File: config.mk
export PLATFORM = sky130hd
export DESIGN_NAME = rau_divider
export DESIGN_NICKNAME = d
export VERILOG_FILES = /design/src/rtl/rau_pkg.sv /design/src/rtl/rau_divider.sv
export SDC_FILE = /design/constraint.sdc
export NUM_CORES = 1
export LEC_CHECK = 0
export ABC_CLOCK_PERIOD_IN_PS = 9600
export BUFFER_PORTS_ARGS = -buffer_cell sky130_fd_sc_hd__buf_2
export CAP_MARGIN = 30
export CELL_PAD_IN_SITES_DETAIL_PLACEMENT = 1
export CELL_PAD_IN_SITES_GLOBAL_PLACEMENT = 2
export CORE_MARGIN = 2
export CORE_UTILIZATION = 38
export CTS_BUF_LIST = sky130_fd_sc_hd__clkbuf_2
export DETAILED_ROUTE_END_ITERATION = 10
export PLACE_DENSITY = 0.84
export SLEW_MARGIN = 30
export SYNTH_ARGS = -nofsm -noshare
export SYNTH_HDL_FRONTEND = slang
export SYNTH_SLANG_ARGS = --single-unit
File: constraint.sdc
create_clock -name i_clk -period 9.6 [get_ports i_clk]
set_input_delay 1.44 -clock i_clk [delete_from_list [all_inputs] [get_ports i_clk]]
set_output_delay 1.44 -clock i_clk [all_outputs]
set_load 0.02 [all_outputs]
File: src/rtl/rau_pkg.sv
// ----------------------------------------------------------------------------
// rau_pkg
// Shared types and codes of the rational arithmetic unit.
// ----------------------------------------------------------------------------
package rau_pkg;

    localparam int DEF_WIDTH = 32;

    typedef enum logic [2:0] {
        MODE_NORM = 3'd0,
        MODE_ADD  = 3'd1,
        MODE_SUB  = 3'd2,
        MODE_MUL  = 3'd3,
        MODE_DIV  = 3'd4,
        MODE_EQ   = 3'd5,
        MODE_LT   = 3'd6,
        MODE_NONE = 3'd7
    } t_mode;

    typedef enum logic [1:0] {
        ST_OK   = 2'd0,
        ST_ZERO = 2'd1,
        ST_OVF  = 2'd2,
        ST_RSVD = 2'd3
    } t_status;

    typedef struct packed {
        logic [2:0]  mode;
        logic [31:0] a_num;
        logic [31:0] a_den;
        logic [31:0] b_num;
        logic [30:0] b_den;
    } t_in_word;

    typedef struct packed {
        logic [31:0] res_num;
        logic [30:0] res_den;
        logic        truth;
        logic [1:0]  status;
    } t_out_word;

endpackage

File: src/rtl/rau_divider.sv
// ----------------------------------------------------------------------------
// rau_divider
// Restoring divider, one quotient bit per cycle, unsigned 64-bit operands.
// ----------------------------------------------------------------------------
module rau_divider import rau_pkg::*; (
    input  logic        i_clk,
    input  logic        i_rst_n,
    input  logic        i_start,
    input  logic [63:0] i_dividend,
    input  logic [63:0] i_divisor,
    output logic        o_done,
    output logic [63:0] o_quot,
    output logic [63:0] o_rem
);
    logic [63:0] r_quot;
    logic [64:0] r_rem;
    logic [63:0] r_div;
    logic [6:0]  r_cnt;
    logic        r_busy;
    logic        r_done;
    logic [64:0] w_sh;

    assign w_sh = {r_rem[63:0], r_quot[63]};

    always_ff @(posedge i_clk) begin
        if (!i_rst_n) begin
            r_busy <= 1'b0;
            r_done <= 1'b0;
            r_cnt  <= '0;
        end else begin
            r_done <= 1'b0;
            if (i_start) begin
                r_busy <= 1'b1;
                r_cnt  <= 7'd64;
                r_quot <= i_dividend;
                r_rem  <= '0;
                r_div  <= i_divisor;
            end else if (r_busy) begin
                if (w_sh >= {1'b0, r_div}) begin
                    r_rem <= w_sh - {1'b0, r_div};
                    r_quot <= {r_quot[62:0], 1'b1};
                end else begin
                    r_rem <= w_sh;
                    r_quot <= {r_quot[62:0], 1'b0};
                end
                r_cnt <= r_cnt - 7'd1;
                if (r_cnt == 7'd1) begin
                    r_busy <= 1'b0;
                    r_done <= 1'b1;
                end
            end
        end
    end

    assign o_done = r_done;
    assign o_quot = r_quot;
    assign o_rem  = r_rem[63:0];
endmodule

==> impl_metrics.py <==
metrics = {
    "yosys": {
        "yosys-top-cells-area": "edfxtp_1 48%, ha_1 6.9%, mux2_2 6.0%",
        "ys_ff_latch": 201,
        "syn_avg_cell_area_um2": 10.41,
        "synth_cell_type_count": 74,
        "synthesis.area_um2": 12010,
        "async_reset_ff_share_pct": 0,
        "synth-seq-area-share_pct": 49.52,
        "synthFlopType": "edfxtp_1",
        "ys_warn_count": 0,
        "synth_area_leader_cell": "edfxtp_1",
        "synth_nets": 1351,
        "synthCells": 1153,
        "synth-edff-count": 192,
        "synth_top_area_share_pct": 48.02,
    },
    "pwr": {
        "leakage_nw": 6.076,
        "ir_worst_vdd_uv": 92.28,
        "power_density_nw_per_um2": 185.7,
        "power_mw": 2.626,
    },
    "critical_path": {
        "max_stage_delay_ps": 580,
        "endpoint": "r_rem[59]",
        "ff2ff_path_depth": 12,
        "reg2reg_to": "r_rem[59]",
        "worstSetupStartpoint": "r_rem[25]",
        "path_depth": 12,
        "crit_family": "compound AO/OA/AOI/OAI gates",
        "critical_path.startpoint_type": "register",
        "setup.worst_path.end_class": "register",
        "required_ps": 10240,
        "r2r_setup_slack_ps": 5340,
        "cp_cell_sequence": "ha_1 -> a21oi_1 -> o21ai_0 -> a221o_1 -> a22oi_1 -> nor2_1 -> a221oi_1 -> or2_2 -> buf_4 -> nor4b_1 -> a31oi_1 -> nand3_1",
        "critPathBufInv": 1,
        "r2r_start": "r_rem[25]",
        "cp_max_fo": 42,
        "worstPathArrival_ps": 4900,
        "critPathKind": "reg -> reg",
        "cp_slowest_cell": "or2_2",
    },
    "global_route": {
        "track_usage_pct": 22.50,
        "grt_pass1_wl_um": 58790,
        "grt_pass1_vias": 10860,
        "grt_max_degree": 88,
        "grt-ovfl-total": 0,
        "antenna_found_initial": 3,
    },
    "clock_network": {
        "ctsHoldBuffers": 0,
        "clk_latency_ps": 930,
        "cts.clk_slew.worst_paths_ps": 140,
        "clk_path_buf_depth": 3,
        "cts_buffers": 55,
        "cts-resized-gates": 0,
        "cts_sinks": 201,
        "h-tree-depth": 2,
        "post_cts_buffers": 0,
        "clockRootBuffer": "clkbuf_2",
        "tritoncts": "done",
    },
    "routing": {
        "dr.pass1.iters": 7,
        "drt_wl_total_um": 36860,
        "ant_nets": 0,
        "drt_iter0_drc": 448,
        "dr_total_vias": 9977,
        "wl_per_cell_um": 19.79,
        "vias_per_cell": 5.355,
        "drc": 0,
    },
    "placed_design": {
        "hpwlAfterDp_um": 27280,
        "place.gp.congestion": 0.8163,
        "port_buffers": 259,
    },
    "floorplan": {
        "die_h_um": 181.8,
        "rows": 65,
        "chipWidth_um": 181.8,
        "num_io_pins": 260,
        "initial_core_util_pct": 38.35,
        "dieArea_um2": 33040,
        "coreArea_um2": 31310,
    },
    "final_layout": {
        "fillCellCount": 3626,
        "layout.nets": 1615,
        "syn2layout_area_growth_pct": 17.76,
        "drive_gt1_share_pct": 29.59,
    },
    "timing": {
        "fin_crit_sh_pct": 44.35,
        "hold_violations": 0,
        "report.final.slew_viol_count": 0,
        "finalSetupViolCount": 0,
        "rsz0062_at_grt": "no",
        "fin_crit_ps": 4257,
        "max_freq_mhz": 234.9,
        "tns_ps": 0,
        "relSlewSlack_pct": 36.52,
        "worst_slew_pin_slew_ps": 952.2,
        "fin_skew_ps": 88.26,
    },
    "worst_hold_path": {
        "holdCritPathClass": "reg -> reg",
    },
    "job": {
        "cap_violations": 0,
    },
    "status": {
        "outcome": "finished clean",
    },
}
-- metrics by stage --
stage | area (um^2) | util [%] | std cells | hold slack, ps | setup slack, ps
finish | 14140 | 45.16 | 1863 | 520.9 | 5343
detailed placement | 13620 | 43.50 | 1762 | 511.9 | 5358
CTS | 14140 | 45.15 | 1862 | 533.0 | 5296
global placement | 13620 | 43.49 | 1762 | 478.0 | 5362
global route | 14140 | 45.16 | 1863 | 580.8 | 5039
floorplan | 12010 | - | 1153 | 468.5 | 4194
-- placed cells by master, fill, tap and decap left out, drive strengths merged, types with 23 or more instances in the layout --
master	n
inv	79
mux2	64
nor2	77
a21oi	112
o21ai	39
clkbuf	87
nand3	25
buf	264
nand4	23
xnor2	33
a21o	32
a211oi	25
nand2	139
ha	66
xor2	25
edfxtp	192
-- per-layer routing --
layer | vias up | part of all wire (%) | global-route usage [%]
met4 | 4 | 2.2 | 6.959
met1 | 4825 | 43 | 27.41
met2 | 302 | 48 | 38.73
li1 | 4785 | - | -
met5 | - | 0.073 | 0
met3 | 61 | 6.7 | 6.278
-- worst register-to-register path, cell delays in order (launching register included) --
cell and delay [ps]:
edfxtp_1 440, ha_1 380, a21oi_1 280, o21ai_0 190, a221o_1 360, a22oi_1 240
nor2_1 90, a221oi_1 480, or2_2 580, buf_4 530, nor4b_1 120, a31oi_1 170
nand3_1 100
-- flip-flops by register name, summed over array words and instances (netlist names) --
name	count
o_quot	64
r_div	64
r_rem	64
r_cnt	7
o_done	1
r_busy	1
-- cell type report --
type / count / area, um^2 / share of cell area, %
Sequential cell: 201 / 5946 / 42.05
Multi-Input combinational cell: 816 / 5535 / 39.15
Timing Repair Buffer: 264 / 1340 / 9.477
Tap cell: 402 / 503.0 / 3.557
Clock buffer: 87 / 435.4 / 3.079
Inverter: 79 / 296.5 / 2.097
Clock inverter: 13 / 81.33 / 0.5752
Antenna cell: 1 / 2.502 / 0.01770
-- cell usage after synthesis (all sizes together), types with 21 or more instances --
| master | number |
|---|---|
| xnor2 | 33 |
| buf | 21 |
| a211oi | 25 |
| inv | 78 |
| nand4 | 23 |
| edfxtp | 192 |
| xor2 | 25 |
| mux2 | 64 |
| a21oi | 112 |
| nand2 | 139 |
| nand3 | 25 |
| nor2 | 77 |
| ha | 66 |
| o21ai | 39 |
| a21o | 32 |
| clkbuf | 36 |
-- how the worst min path moves through the flow --
stage / start / to / slack (ps) / depth (start not counted)
final: r_cnt[1] / r_cnt[1] / 520 / 2
after global routing: r_cnt[1] / r_cnt[1] / 580 / 2
after CTS: r_cnt[1] / r_cnt[1] / 530 / 2
after detailed placement: r_cnt[1] / r_cnt[1] / 510 / 2
after global placement: r_cnt[1] / r_cnt[1] / 480 / 2
after floorplan: r_cnt[1] / r_cnt[1] / 470 / 2
-- kinds of logic (layout without fill, tap and decap cells) --
family	Yosys count	in the layout	share of synthesized area, %
flip-flops	201	201	49.52
multiplexers	67	67	6.252
AND/OR/NAND/NOR	341	341	13.31
buffers and inverters	136	443	4.501
adder cells (fa/ha/maj)	67	67	7.044
other	0	1	0
XOR/XNOR	58	58	4.231
AO/OA/AOI/OAI	283	283	15.15
-- power by group --
group	switching, mW	internal [mW]
clock network	0.395	0.267
logic	0.542	0.313
registers	0.0486	1.06
total	0.985	1.64
No activity file was read; power rests on OpenSTA's default activity.
